===== src/hw/rtl/p2sm_pkg.sv =====
// ----------------------------------------------------------------------------
// p2sm_pkg
// Shared types, constants and codes for the PS/2 to serial mouse converter.
// ----------------------------------------------------------------------------
package p2sm_pkg;

	localparam int ACC_WIDTH_DEF     = 16;
	localparam int DIVISOR_LIMIT_DEF = 8;
	localparam int DIV_W             = 4;

	typedef enum logic [1:0] {
		OP_PACKET  = 2'd0,
		OP_REPORT  = 2'd1,
		OP_SET_DIV = 2'd2,
		OP_NONE    = 2'd3
	} opcode_t;

	localparam logic [1:0] PM_THREE   = 2'd0;
	localparam logic [1:0] PM_WHEEL   = 2'd1;
	localparam logic [1:0] PM_HDR_TWO = 2'd2;
	localparam logic [1:0] PM_HDR_ONE = 2'd3;

	localparam logic [1:0] WK_NONE  = 2'd0;
	localparam logic [1:0] WK_WHEEL = 2'd1;
	localparam logic [1:0] WK_FIVE  = 2'd2;

	localparam logic CFG_PROTOCOL = 1'b0;
	localparam logic CFG_WHEEL    = 1'b1;

	typedef enum logic [3:0] {
		ST_IDLE,
		ST_CHECK,
		ST_DIV_X,
		ST_DIV_Y,
		ST_SCALE,
		ST_REDIV,
		ST_SCALE2,
		ST_EMIT,
		ST_WAIT
	} state_t;

	typedef struct packed {
		logic do_packet;
		logic do_setdiv;
		logic do_report;
		logic do_clear;
		logic div_start;
		logic div_sel_y;
		logic scale;
		logic build;
		logic second;
		logic emit_load;
		logic emit_adv;
	} cmd_t;

	typedef struct packed {
		logic idle_report;
		logic serial_on;
		logic div_done;
		logic small_div;
		logic hdr_two;
		logic emit_last;
	} sts_t;

endpackage


===== src/hw/rtl/p2sm_ctrl.sv =====
// ----------------------------------------------------------------------------
// p2sm_ctrl
// Sequencer: decodes the item, steps the division and scaling, drives output.
// ----------------------------------------------------------------------------
module p2sm_ctrl
	import p2sm_pkg::*;
(
	input  logic       clk,
	input  logic       arst_n,
	input  logic       in_valid,
	input  logic [1:0] opcode,
	input  logic       out_ready,
	input  sts_t       sts,
	output logic       in_ready,
	output logic       out_valid,
	output cmd_t       cmd
);

	state_t state_q, state_nxt;
	logic   second_q;

	always_ff @(posedge clk or negedge arst_n) begin
		if (!arst_n) begin
			state_q  <= ST_IDLE;
			second_q <= 1'b0;
		end else begin
			state_q <= state_nxt;
			if (state_q == ST_CHECK) second_q <= 1'b0;
			else if (state_q == ST_SCALE && sts.hdr_two) second_q <= 1'b1;
			else if (state_q == ST_SCALE2) second_q <= 1'b0;
		end
	end

	always_comb begin
		state_nxt = state_q;
		case (state_q)
			ST_IDLE: begin
				if (in_valid && opcode == OP_REPORT) state_nxt = ST_CHECK;
			end
			ST_CHECK: begin
				if (sts.idle_report || !sts.serial_on) state_nxt = ST_IDLE;
				else if (sts.small_div) state_nxt = ST_SCALE;
				else state_nxt = ST_DIV_X;
			end
			ST_DIV_X: if (sts.div_done) state_nxt = ST_DIV_Y;
			ST_DIV_Y: if (sts.div_done) state_nxt = second_q ? ST_SCALE2 : ST_SCALE;
			ST_SCALE: begin
				if (sts.hdr_two && !sts.small_div) state_nxt = ST_REDIV;
				else if (sts.hdr_two) state_nxt = ST_SCALE2;
				else state_nxt = ST_EMIT;
			end
			ST_REDIV:  state_nxt = ST_DIV_X;
			ST_SCALE2: state_nxt = ST_EMIT;
			ST_EMIT:   state_nxt = ST_WAIT;
			ST_WAIT: begin
				if (out_ready && sts.emit_last) state_nxt = ST_IDLE;
			end
			default: state_nxt = ST_IDLE;
		endcase
	end

	always_comb begin
		cmd       = '0;
		in_ready  = 1'b0;
		out_valid = 1'b0;
		case (state_q)
			ST_IDLE: begin
				in_ready      = 1'b1;
				cmd.do_packet = in_valid && opcode == OP_PACKET;
				cmd.do_setdiv = in_valid && opcode == OP_SET_DIV;
				cmd.do_report = in_valid && opcode == OP_REPORT;
			end
			ST_CHECK: begin
				cmd.do_clear  = !sts.idle_report && !sts.serial_on;
				cmd.div_start = !sts.idle_report && sts.serial_on && !sts.small_div;
			end
			ST_DIV_X: begin
				cmd.div_start = sts.div_done;
				cmd.div_sel_y = sts.div_done;
			end
			ST_DIV_Y: cmd.div_sel_y = 1'b1;
			ST_SCALE: begin
				cmd.scale = 1'b1;
				cmd.build = 1'b1;
			end
			ST_REDIV: cmd.div_start = 1'b1;
			ST_SCALE2: begin
				cmd.scale  = 1'b1;
				cmd.second = 1'b1;
			end
			ST_EMIT: cmd.emit_load = 1'b1;
			ST_WAIT: begin
				out_valid    = 1'b1;
				cmd.emit_adv = out_ready;
			end
			default: ;
		endcase
	end

endmodule


===== src/hw/rtl/p2sm_dp.sv =====
// ----------------------------------------------------------------------------
// p2sm_dp
// Datapath: accumulators, buttons, divisor, serial divider and packet bytes.
// ----------------------------------------------------------------------------
module p2sm_dp
	import p2sm_pkg::*;
#(
	parameter int ACC_WIDTH     = ACC_WIDTH_DEF,
	parameter int DIVISOR_LIMIT = DIVISOR_LIMIT_DEF
) (
	input  logic             clk,
	input  logic             arst_n,
	input  cmd_t             cmd,
	input  logic [1:0]       protocol_mode,
	input  logic [1:0]       wheel_kind,
	input  logic [7:0]       flag_byte,
	input  logic [7:0]       x_byte,
	input  logic [7:0]       y_byte,
	input  logic [7:0]       wheel_byte,
	input  logic [DIV_W-1:0] new_divisor,
	input  logic             serial_on,
	output sts_t             sts,
	output logic [7:0]       serial_byte,
	output logic             last_byte
);

	localparam int AW = ACC_WIDTH;
	localparam int CW = $clog2(AW + 1);
	localparam logic signed [AW-1:0] AMAX = {1'b0, {(AW-1){1'b1}}};
	localparam logic signed [AW-1:0] AMIN = {1'b1, {(AW-1){1'b0}}};
	localparam logic [DIV_W-1:0] DLIM = DIV_W'(DIVISOR_LIMIT);

	logic signed [AW-1:0] acc_x_q, acc_y_q, acc_z_q;
	logic [5:0]           btn_q, sent_q;
	logic [DIV_W-1:0]     div_q;
	logic                 son_q;

	function automatic logic signed [AW-1:0] sat(input logic signed [AW+1:0] v);
		if (v > $signed({{2{AMAX[AW-1]}}, AMAX})) return AMAX;
		if (v < $signed({{2{AMIN[AW-1]}}, AMIN})) return AMIN;
		return v[AW-1:0];
	endfunction

	function automatic logic signed [7:0] cap8(input logic signed [AW-1:0] v);
		if (v > $signed(AW'(127))) return 8'sd127;
		if (v < -$signed(AW'(128))) return -8'sd128;
		return v[7:0];
	endfunction

	// packet decode
	logic signed [AW-1:0] px, py, pz;
	logic [7:0]           zb;
	logic [5:0]           pbtn;
	logic [3:0]           zn;

	always_comb begin
		zb   = (wheel_kind == WK_WHEEL || wheel_kind == WK_FIVE) ? wheel_byte : 8'h00;
		px   = AW'($signed({flag_byte[4], x_byte}));
		py   = AW'($signed({flag_byte[5], y_byte}));
		zn   = zb[3:0];
		pz   = AW'($signed(zn));
		pbtn = {3'b000, flag_byte[2:0]};
		if (zb != 8'h00 && wheel_kind == WK_FIVE) begin
			pbtn[5:4] = zb[5:4];
			if (zb[4]) pbtn[2] = 1'b1;
		end
	end

	// shift-subtract divider on magnitudes
	logic [AW-1:0]        dv_rem_q, dv_quo_q, dv_num;
	logic [CW-1:0]        dv_cnt_q;
	logic                 dv_neg_q, dv_busy_q;
	logic [AW:0]          dv_trial;
	logic signed [AW-1:0] dv_src, q_x_q, q_y_q, quot;

	assign dv_src   = cmd.div_sel_y ? acc_y_q : acc_x_q;
	assign dv_num   = dv_src[AW-1] ? AW'(-dv_src) : dv_src;
	assign dv_trial = {dv_rem_q, dv_quo_q[AW-1]} - {{(AW+1-DIV_W){1'b0}}, div_q};
	assign quot     = dv_neg_q ? -$signed(dv_quo_q) : $signed(dv_quo_q);

	always_ff @(posedge clk or negedge arst_n) begin
		if (!arst_n) begin
			dv_busy_q <= 1'b0;
			dv_cnt_q  <= '0;
		end else if (cmd.div_start) begin
			dv_busy_q <= 1'b1;
			dv_cnt_q  <= CW'(AW);
		end else if (dv_busy_q) begin
			dv_cnt_q <= dv_cnt_q - 1'b1;
			if (dv_cnt_q == CW'(1)) dv_busy_q <= 1'b0;
		end
	end

	always_ff @(posedge clk) begin
		if (cmd.div_start) begin
			dv_rem_q <= '0;
			dv_quo_q <= cmd.div_sel_y ? (acc_y_q[AW-1] ? AW'(-acc_y_q) : acc_y_q) : dv_num;
			dv_neg_q <= cmd.div_sel_y ? acc_y_q[AW-1] : dv_src[AW-1];
		end else if (dv_busy_q) begin
			if (!dv_trial[AW]) begin
				dv_rem_q <= dv_trial[AW-1:0];
				dv_quo_q <= {dv_quo_q[AW-2:0], 1'b1};
			end else begin
				dv_rem_q <= {dv_rem_q[AW-2:0], dv_quo_q[AW-1]};
				dv_quo_q <= {dv_quo_q[AW-2:0], 1'b0};
			end
		end
	end

	logic dv_done_q, dv_x_q;
	always_ff @(posedge clk or negedge arst_n) begin
		if (!arst_n) begin
			dv_done_q <= 1'b0;
			dv_x_q    <= 1'b0;
		end else begin
			dv_done_q <= dv_busy_q && dv_cnt_q == CW'(1);
			if (cmd.div_start) dv_x_q <= !cmd.div_sel_y;
		end
	end

	always_ff @(posedge clk) begin
		if (dv_done_q) begin
			if (dv_x_q) q_x_q <= quot;
			else q_y_q <= quot;
		end
	end

	// scaling
	logic signed [7:0]    sx, sy, sz;
	logic signed [AW+1:0] rx, ry;
	logic signed [AW+DIV_W+1:0] mx, my;
	logic                 div_unit;

	assign div_unit = div_q <= DIV_W'(1);
	assign sz       = cap8(acc_z_q);

	always_comb begin
		if (div_unit) begin
			sx = cap8(acc_x_q);
			sy = cap8(acc_y_q);
			rx = (AW+2)'(acc_x_q) - (AW+2)'(sx);
			ry = (AW+2)'(acc_y_q) - (AW+2)'(sy);
			mx = '0;
			my = '0;
		end else begin
			sx = cap8(q_x_q);
			sy = cap8(q_y_q);
			mx = ((AW+DIV_W+2)'(q_x_q) - (AW+DIV_W+2)'(sx))
				* $signed({2'b00, div_q});
			my = ((AW+DIV_W+2)'(q_y_q) - (AW+DIV_W+2)'(sy))
				* $signed({2'b00, div_q});
			rx = (mx > (AW+DIV_W+2)'(AMAX)) ? (AW+2)'(AMAX) :
				(mx < (AW+DIV_W+2)'(AMIN)) ? (AW+2)'(AMIN) : mx[AW+1:0];
			ry = (my > (AW+DIV_W+2)'(AMAX)) ? (AW+2)'(AMAX) :
				(my < (AW+DIV_W+2)'(AMIN)) ? (AW+2)'(AMIN) : my[AW+1:0];
		end
	end

	// packet bytes
	logic [7:0] b_q [5];
	logic [2:0] n_q, idx_q;
	logic [7:0] hdr_a, hdr_b;
	logic       lmb, rmb, mmb, wbyte;

	assign lmb   = btn_q[0];
	assign rmb   = btn_q[1];
	assign mmb   = btn_q[2];
	assign hdr_a = {2'b01, lmb, rmb, sy[7:6], sx[7:6]};
	assign hdr_b = {5'b10000, !lmb, !mmb, !rmb};
	assign wbyte = protocol_mode == PM_WHEEL && (sz != 8'sd0 || mmb || sent_q[2]);

	always_ff @(posedge clk or negedge arst_n) begin
		if (!arst_n) begin
			acc_x_q <= '0;
			acc_y_q <= '0;
			acc_z_q <= '0;
			btn_q   <= '0;
			sent_q  <= '0;
			div_q   <= DIV_W'(1);
			son_q   <= 1'b0;
			n_q     <= '0;
			idx_q   <= '0;
		end else begin
			if (cmd.do_packet && flag_byte[3]) begin
				acc_x_q <= sat((AW+2)'(acc_x_q) + (AW+2)'(px));
				acc_y_q <= (protocol_mode <= PM_WHEEL) ?
					sat((AW+2)'(acc_y_q) - (AW+2)'(py)) :
					sat((AW+2)'(acc_y_q) + (AW+2)'(py));
				btn_q <= pbtn;
				if (zb != 8'h00) begin
					acc_z_q <= sat((AW+2)'(acc_z_q) + (AW+2)'(pz));
					if (pbtn[2:0] == 3'b111) begin
						if (zn[3]) begin
							if (div_q < DLIM) div_q <= div_q + 1'b1;
						end else if (div_q != '0) div_q <= div_q - 1'b1;
					end
				end
			end
			if (cmd.do_setdiv && new_divisor <= DLIM) div_q <= new_divisor;
			if (cmd.do_report) son_q <= serial_on;
			if (cmd.do_clear) begin
				acc_x_q <= '0;
				acc_y_q <= '0;
				acc_z_q <= '0;
				sent_q  <= btn_q;
			end
			if (cmd.scale) begin
				acc_x_q <= rx[AW-1:0];
				acc_y_q <= ry[AW-1:0];
			end
			if (cmd.build) begin
				acc_z_q <= sat((AW+2)'(acc_z_q) - (AW+2)'(sz));
				sent_q  <= btn_q;
				if (protocol_mode <= PM_WHEEL) n_q <= wbyte ? 3'd4 : 3'd3;
				else if (protocol_mode == PM_HDR_TWO) n_q <= 3'd5;
				else n_q <= 3'd3;
			end
			if (cmd.emit_load) idx_q <= '0;
			else if (cmd.emit_adv) idx_q <= idx_q + 1'b1;
		end
	end

	always_ff @(posedge clk) begin
		if (cmd.build) begin
			if (protocol_mode <= PM_WHEEL) begin
				b_q[0] <= hdr_a;
				b_q[1] <= {2'b00, sx[5:0]};
				b_q[2] <= {2'b00, sy[5:0]};
				b_q[3] <= {2'b00, mmb, 1'b0, sz[3:0]};
			end else begin
				b_q[0] <= hdr_b;
				b_q[1] <= sx;
				b_q[2] <= sy;
			end
		end
		if (cmd.second) begin
			b_q[3] <= sx;
			b_q[4] <= sy;
		end
	end

	assign serial_byte = b_q[idx_q];
	assign last_byte   = idx_q == n_q - 3'd1;

	assign sts.idle_report = acc_x_q == '0 && acc_y_q == '0 && acc_z_q == '0 && btn_q == sent_q;
	assign sts.serial_on   = son_q;
	assign sts.div_done    = dv_done_q;
	assign sts.small_div   = div_unit;
	assign sts.hdr_two     = protocol_mode == PM_HDR_TWO;
	assign sts.emit_last   = last_byte;

endmodule


===== src/hw/rtl/ps2_mouse_to_serial_mouse.sv =====
// ----------------------------------------------------------------------------
// ps2_mouse_to_serial_mouse
// Accumulates PS/2 mouse packets and emits serial mouse reports as bytes.
// ----------------------------------------------------------------------------
// channel  signals                                         direction
// in       in_valid/in_ready, opcode..serial_on           into block
// out      out_valid/out_ready, serial_byte, last_byte     out of block
// cfg      cfg_valid/cfg_ready, cfg_index, cfg_data        into block
//
// Packet and set-divisor items are taken in the idle state. A report runs a check
// state, then per division pass the serial divider on X and then on Y
// (two passes with a restart state between them for the header-plus-two-
// motion protocol, none for divisor 0 or 1), a scale state per pass and
// a load state, then emits its bytes in turn while out_ready holds.
// Reset clears accumulators, buttons and control state; divisor resets to one.
// Input is held off until the last beat of a report is taken.
module ps2_mouse_to_serial_mouse
	import p2sm_pkg::*;
#(
	parameter int ACC_WIDTH     = ACC_WIDTH_DEF,
	parameter int DIVISOR_LIMIT = DIVISOR_LIMIT_DEF
) (
	input  logic             clk,
	input  logic             arst_n,
	input  logic             in_valid,
	output logic             in_ready,
	input  logic [1:0]       opcode,
	input  logic [7:0]       flag_byte,
	input  logic [7:0]       x_byte,
	input  logic [7:0]       y_byte,
	input  logic [7:0]       wheel_byte,
	input  logic [DIV_W-1:0] new_divisor,
	input  logic             serial_on,
	output logic             out_valid,
	input  logic             out_ready,
	output logic [7:0]       serial_byte,
	output logic             last_byte,
	input  logic             cfg_valid,
	output logic             cfg_ready,
	input  logic             cfg_index,
	input  logic [1:0]       cfg_data
);

	logic [1:0] protocol_mode_q, wheel_kind_q;
	cmd_t       cmd;
	sts_t       sts;

	assign cfg_ready = 1'b1;

	always_ff @(posedge clk or negedge arst_n) begin
		if (!arst_n) begin
			protocol_mode_q <= PM_THREE;
			wheel_kind_q    <= WK_NONE;
		end else if (cfg_valid) begin
			case (cfg_index)
				CFG_PROTOCOL: protocol_mode_q <= cfg_data;
				CFG_WHEEL:    wheel_kind_q    <= cfg_data;
				default: ;
			endcase
		end
	end

	p2sm_ctrl u_ctrl (
		.clk       (clk),
		.arst_n    (arst_n),
		.in_valid  (in_valid),
		.opcode    (opcode),
		.out_ready (out_ready),
		.sts       (sts),
		.in_ready  (in_ready),
		.out_valid (out_valid),
		.cmd       (cmd)
	);

	p2sm_dp #(
		.ACC_WIDTH     (ACC_WIDTH),
		.DIVISOR_LIMIT (DIVISOR_LIMIT)
	) u_dp (
		.clk           (clk),
		.arst_n        (arst_n),
		.cmd           (cmd),
		.protocol_mode (protocol_mode_q),
		.wheel_kind    (wheel_kind_q),
		.flag_byte     (flag_byte),
		.x_byte        (x_byte),
		.y_byte        (y_byte),
		.wheel_byte    (wheel_byte),
		.new_divisor   (new_divisor),
		.serial_on     (serial_on),
		.sts           (sts),
		.serial_byte   (serial_byte),
		.last_byte     (last_byte)
	);

endmodule


===== config.mk =====
export PLATFORM = sky130hd
export DESIGN_NAME = ps2_mouse_to_serial_mouse
export DESIGN_NICKNAME = d
export VERILOG_FILES = /design/src/hw/rtl/p2sm_pkg.sv /design/src/hw/rtl/p2sm_ctrl.sv /design/src/hw/rtl/p2sm_dp.sv /design/src/hw/rtl/ps2_mouse_to_serial_mouse.sv
export SDC_FILE = /design/constraint.sdc
export NUM_CORES = 1
export LEC_CHECK = 0
export BUFFER_PORTS_ARGS = -buffer_cell sky130_fd_sc_hd__clkbuf_2
export CAP_MARGIN = 20
export CORE_MARGIN = 2
export CORE_UTILIZATION = 60
export CTS_CLUSTER_DIAMETER = 80
export DETAILED_ROUTE_END_ITERATION = 8
export PLACE_DENSITY = 0.76
export REMOVE_ABC_BUFFERS = 1
export SLEW_MARGIN = 10
export SYNTH_ARGS = -nofsm -noshare
export SYNTH_HDL_FRONTEND = slang
export SYNTH_SLANG_ARGS = --single-unit

===== constraint.sdc =====
create_clock -name clk -period 13.4 [get_ports clk]
set_clock_uncertainty 0.2 [all_clocks]
set_input_delay 1.34 -clock clk [delete_from_list [all_inputs] [get_ports clk]]
set_output_delay 1.34 -clock clk [all_outputs]
set_load 0.02 [all_outputs]

==> results.ini <==
[floorplanning]
core_area_mm2 = 0.0374
die_area_mm2 = 0.0392
fp-row-count = 71
start_util_pct = 60.4
die_h_um = 198
die_x_um = 198
ios = 59

[sta]
setup_viol = 0
clock.fmax_mhz = 116
setup_tns_ns = 0
rsz0062_at_grt = no
finalMaxSlewViolations = 0
period_minus_slack_ns = 8.64
slew_headroom_pct = 23.7
hold_viol = 0
finalCritPeriodShare_pct = 64.5
worst_pin_slew_ns = 1.14

[detailed_routing]
topRoutingLayerUsed = met4
drcViolationCount = 0
wl_met3_um = 4580
dr.first_iter.drc_count = 1510
vias = 20100
met2_length_um = 28500
routed_wl_um = 60800
first_pass_iters = 6
wl_per_cell_um = 18.8
via_per_inst = 6.23
wl_met1_um = 26000
ant_nets = 0

[power]
pwr-share-seq_pct = 43.0
combPwrFrac_pct = 21.5
swShare_pct = 30.4
power_frac_clock_pct = 35.4
power_switching_w = 0.000434
power_leakage_nw = 10.1
p_int_w = 0.000995
max-vdd-ir-drop_uv = 94.3
p_per_area_mw_per_mm2 = 59.9
finalPower_w = 0.00143

[clocking]
clock_latency_ns = 0.46
post_cts_resized = 0
postCtsHoldBufs = 0
post-cts-setup-buffer-count = 0
cts-root-buf = clkbuf_16
clk_pin_slew_ns = 0.08
cts-buffers-inserted = 17
cts_buffer_depth = 2
numClockSinks = 191
h-tree-depth = 4
cts_tree = done

[setup_path]
crit_fanout = 15
cp-start-kind = register
worstPathRequired_ns = 13.56
r2r_slack_ns = 4.76
timing.rr.start = u_dp.q_x_q[15]
critPathKind = reg2reg
arrival_ns = 8.81
end_kind = register
r2r-end = u_dp.acc_x_q[14]
worstRegToRegCells = 25

[job]
drv_cap = 0

[grt]
first_global_vias = 19200
grt_use_total_pct = 31.2
overflow = 0
antenna_found_initial = 0
grt_pass1_wl_um = 97100
grt_max_degree = 81

[synthesis]
seq_area_frac_synth_pct = 22.8
ys_dominant_reg_cell = edfxtp_1
avgSynthCellArea_um2 = 8.34
netlist_area_mm2 = 0.0226
ys_warn_count = 0
synth_cells = 2710
ys_ff_latch = 191
yosys.cell_types.count = 103
yosys-top-cells-area = ha_1 13%, edfxtp_1 12%, dfrtp_1 9.4%, fa_1 7.1%, xnor2_1 5.7%
synth_edf_count = 89
yosysTopAreaCell = ha_1
async_flop_share_pct = 45.0
yosysTopAreaCellShare_pct = 12.8

[placement]
dp_hpwl_um = 47700
post_dp_cell_area_mm2 = 0.0232
port_buffers = 55
gp_congestion = 0.947

[worst_hold_path]
hold_class = reg2reg
hp-start = u_dp.dv_rem_q[15]
holdPathStages = 2
min_to = u_dp.dv_rem_q[15]

[finish]
area_growth_pct = 5.53
final_cell_area_mm2 = 0.0239
drive_gt1_share_pct = 6.62
fillCellCount = 3173
diodes = 0
final_nets = 3064

[outcome]
status = complete, no violations

-- cell usage after synthesis (17+ instances only) --
library cell / n
inv_1: 235
ha_1: 232
nor2_1: 222
nand2_1: 204
a21oi_1: 203
o21ai_0: 194
xnor2_1: 148
and2_1: 94
edfxtp_1: 89
dfrtp_1: 85
fa_1: 80
clkbuf_1: 78
xor2_1: 66
nor3_1: 64
o21a_1: 51
nand2b_1: 46
nand3_1: 41
a21o_1: 37
o211ai_1: 36
nor2b_1: 35
a211oi_1: 33
nor4_1: 24
mux2i_1: 23
mux2_2: 22
or3_1: 22
o31ai_1: 21
nand4_1: 20
a31oi_1: 19
o21ai_1: 18
a22oi_1: 17
o21bai_1: 17
-- kinds of logic (layout without fill, tap and decap cells) --
| kind of cell | count (synthesis) | count (layout) | synth area share (%) |
|---|---|---|---|
| and+or+nand+nor | 833 | 833 | 18.2 |
| AOI/OAI and AO/OA | 764 | 764 | 21.7 |
| buffers and inverters | 337 | 345 | 5.83 |
| adders and majority gates | 313 | 313 | 20.0 |
| xor gates and xnor gates | 215 | 215 | 8.39 |
| DFF | 191 | 191 | 22.8 |
| muxes | 56 | 56 | 3.06 |
| other | 1 | 1 | 0.0166 |
-- per-layer routing --
layer	global-route usage [%]	up-vias
met1	40.8	9733
li1	-	9619
met2	51.9	647
met3	5.79	102
met5	0	-
met4	10.4	0
-- power by group through the flow --
stage,Sequential (W),Combinational (W),Clock [W]
floorplan,0.000626,0.000220,0
global placement,0.000627,0.000292,0
detailed placement,0.000628,0.000300,0
CTS,0.000615,0.000302,0.000509
global route,0.000615,0.000343,0.000532
finish,0.000615,0.000308,0.000506
-- state kept, by name, indices dropped and copies added (netlist names), 2 cells and up --
register,cells
u_ctrl.state_q,4
wheel_kind_q,2
u_dp.dv_rem_q,16
u_dp.q_x_q,16
u_dp.dv_quo_q,16
u_dp.acc_z_q,16
u_dp.div_q,4
u_dp.btn_q,5
u_dp.idx_q,3
u_dp.q_y_q,16
u_dp.dv_cnt_q,5
protocol_mode_q,2
u_dp.n_q,3
u_dp.acc_x_q,16
u_dp.b_q,40
u_dp.acc_y_q,16
u_dp.sent_q,5
-- stage by stage --
step	worst slack (ns)	cells	utilization [%]	hold WS [ns]
after detailed placement	4.91	3195	62.1	0.271
after CTS	4.88	3227	63.7	0.286
final	4.76	3229	63.8	0.302
after global placement	5.09	3195	62.1	0.265
after global routing	4.05	3229	63.8	0.322
after floorplan	5.39	2612	-	0.250
-- cell type report --
cell class                 count  area [µm²]  area share, %
sequential                   191        5150           21.6
timing repair buffer          74         458           1.92
clock inverter                12         126          0.530
tap                          511         639           2.68
clock buffer                  20         437           1.83
inverter                     239         897           3.76
multi-input combinational   2182       16200           67.7
-- cells in the final DEF, fill, tap and decap left out, drive strengths merged, types with 12 or more instances in the layout --
| cell | instances |
|---|---|
| o211ai | 36 |
| inv | 246 |
| or2 | 12 |
| edfxtp | 89 |
| a221oi | 12 |
| nand3 | 42 |
| ha | 232 |
| nor3 | 64 |
| and3 | 16 |
| mux2 | 25 |
| a21o | 37 |
| a31oi | 20 |
| nand2b | 47 |
| o31ai | 21 |
| o21ai | 215 |
| nor2 | 223 |
| and2 | 94 |
| nor2b | 35 |
| dfxtp | 16 |
| or3 | 23 |
| o21a | 51 |
| xor2 | 66 |
| nor4 | 27 |
| o21bai | 17 |
| mux2i | 23 |
| a22oi | 18 |
| xnor2 | 148 |
| dfrtp | 85 |
| nand2 | 205 |
| buf | 19 |
| a21oi | 206 |
| nand4 | 20 |
| fa | 80 |
| clkbuf | 75 |
| a211oi | 33 |
-- worst max-delay path by stage --
stage | start | to | slack [ns] | depth (start not counted)
final | u_dp.q_x_q[15] | u_dp.acc_x_q[14] | 4.76 | 25
after global routing | u_dp.q_x_q[12] | u_dp.acc_x_q[14] | 4.05 | 26
after CTS | u_dp.q_x_q[12] | u_dp.acc_x_q[14] | 4.88 | 26
after detailed placement | u_dp.q_x_q[12] | u_dp.acc_x_q[12] | 4.91 | 26
after global placement | u_dp.q_x_q[11] | u_dp.acc_x_q[14] | 5.09 | 26
after floorplan | u_dp.q_y_q[7] | u_dp.acc_y_q[12] | 5.39 | 30
-- critical path, cell delays in order, from the launching register on --
cell	delay [ns]
edfxtp_1	0.51
a21oi_1	0.87
o21ai_0	0.39
fa_1	0.59
nand2_1	0.10
a21boi_0	0.12
or2_2	0.43
nor2_1	0.11
o221ai_1	0.13
a211oi_1	0.51
nor2_1	0.09
ha_1	0.33
fa_1	0.55
inv_1	0.06
fa_1	0.53
inv_1	0.04
ha_1	0.21
or3_1	0.44
o2111a_1	0.31
o21ai_0	0.30
a21oi_1	0.14
o21a_1	0.24
o2111a_1	0.35
o21ai_2	0.51
a22oi_1	0.24
o31ai_1	0.25
Note: power is estimated with default switching activity, not from simulation.
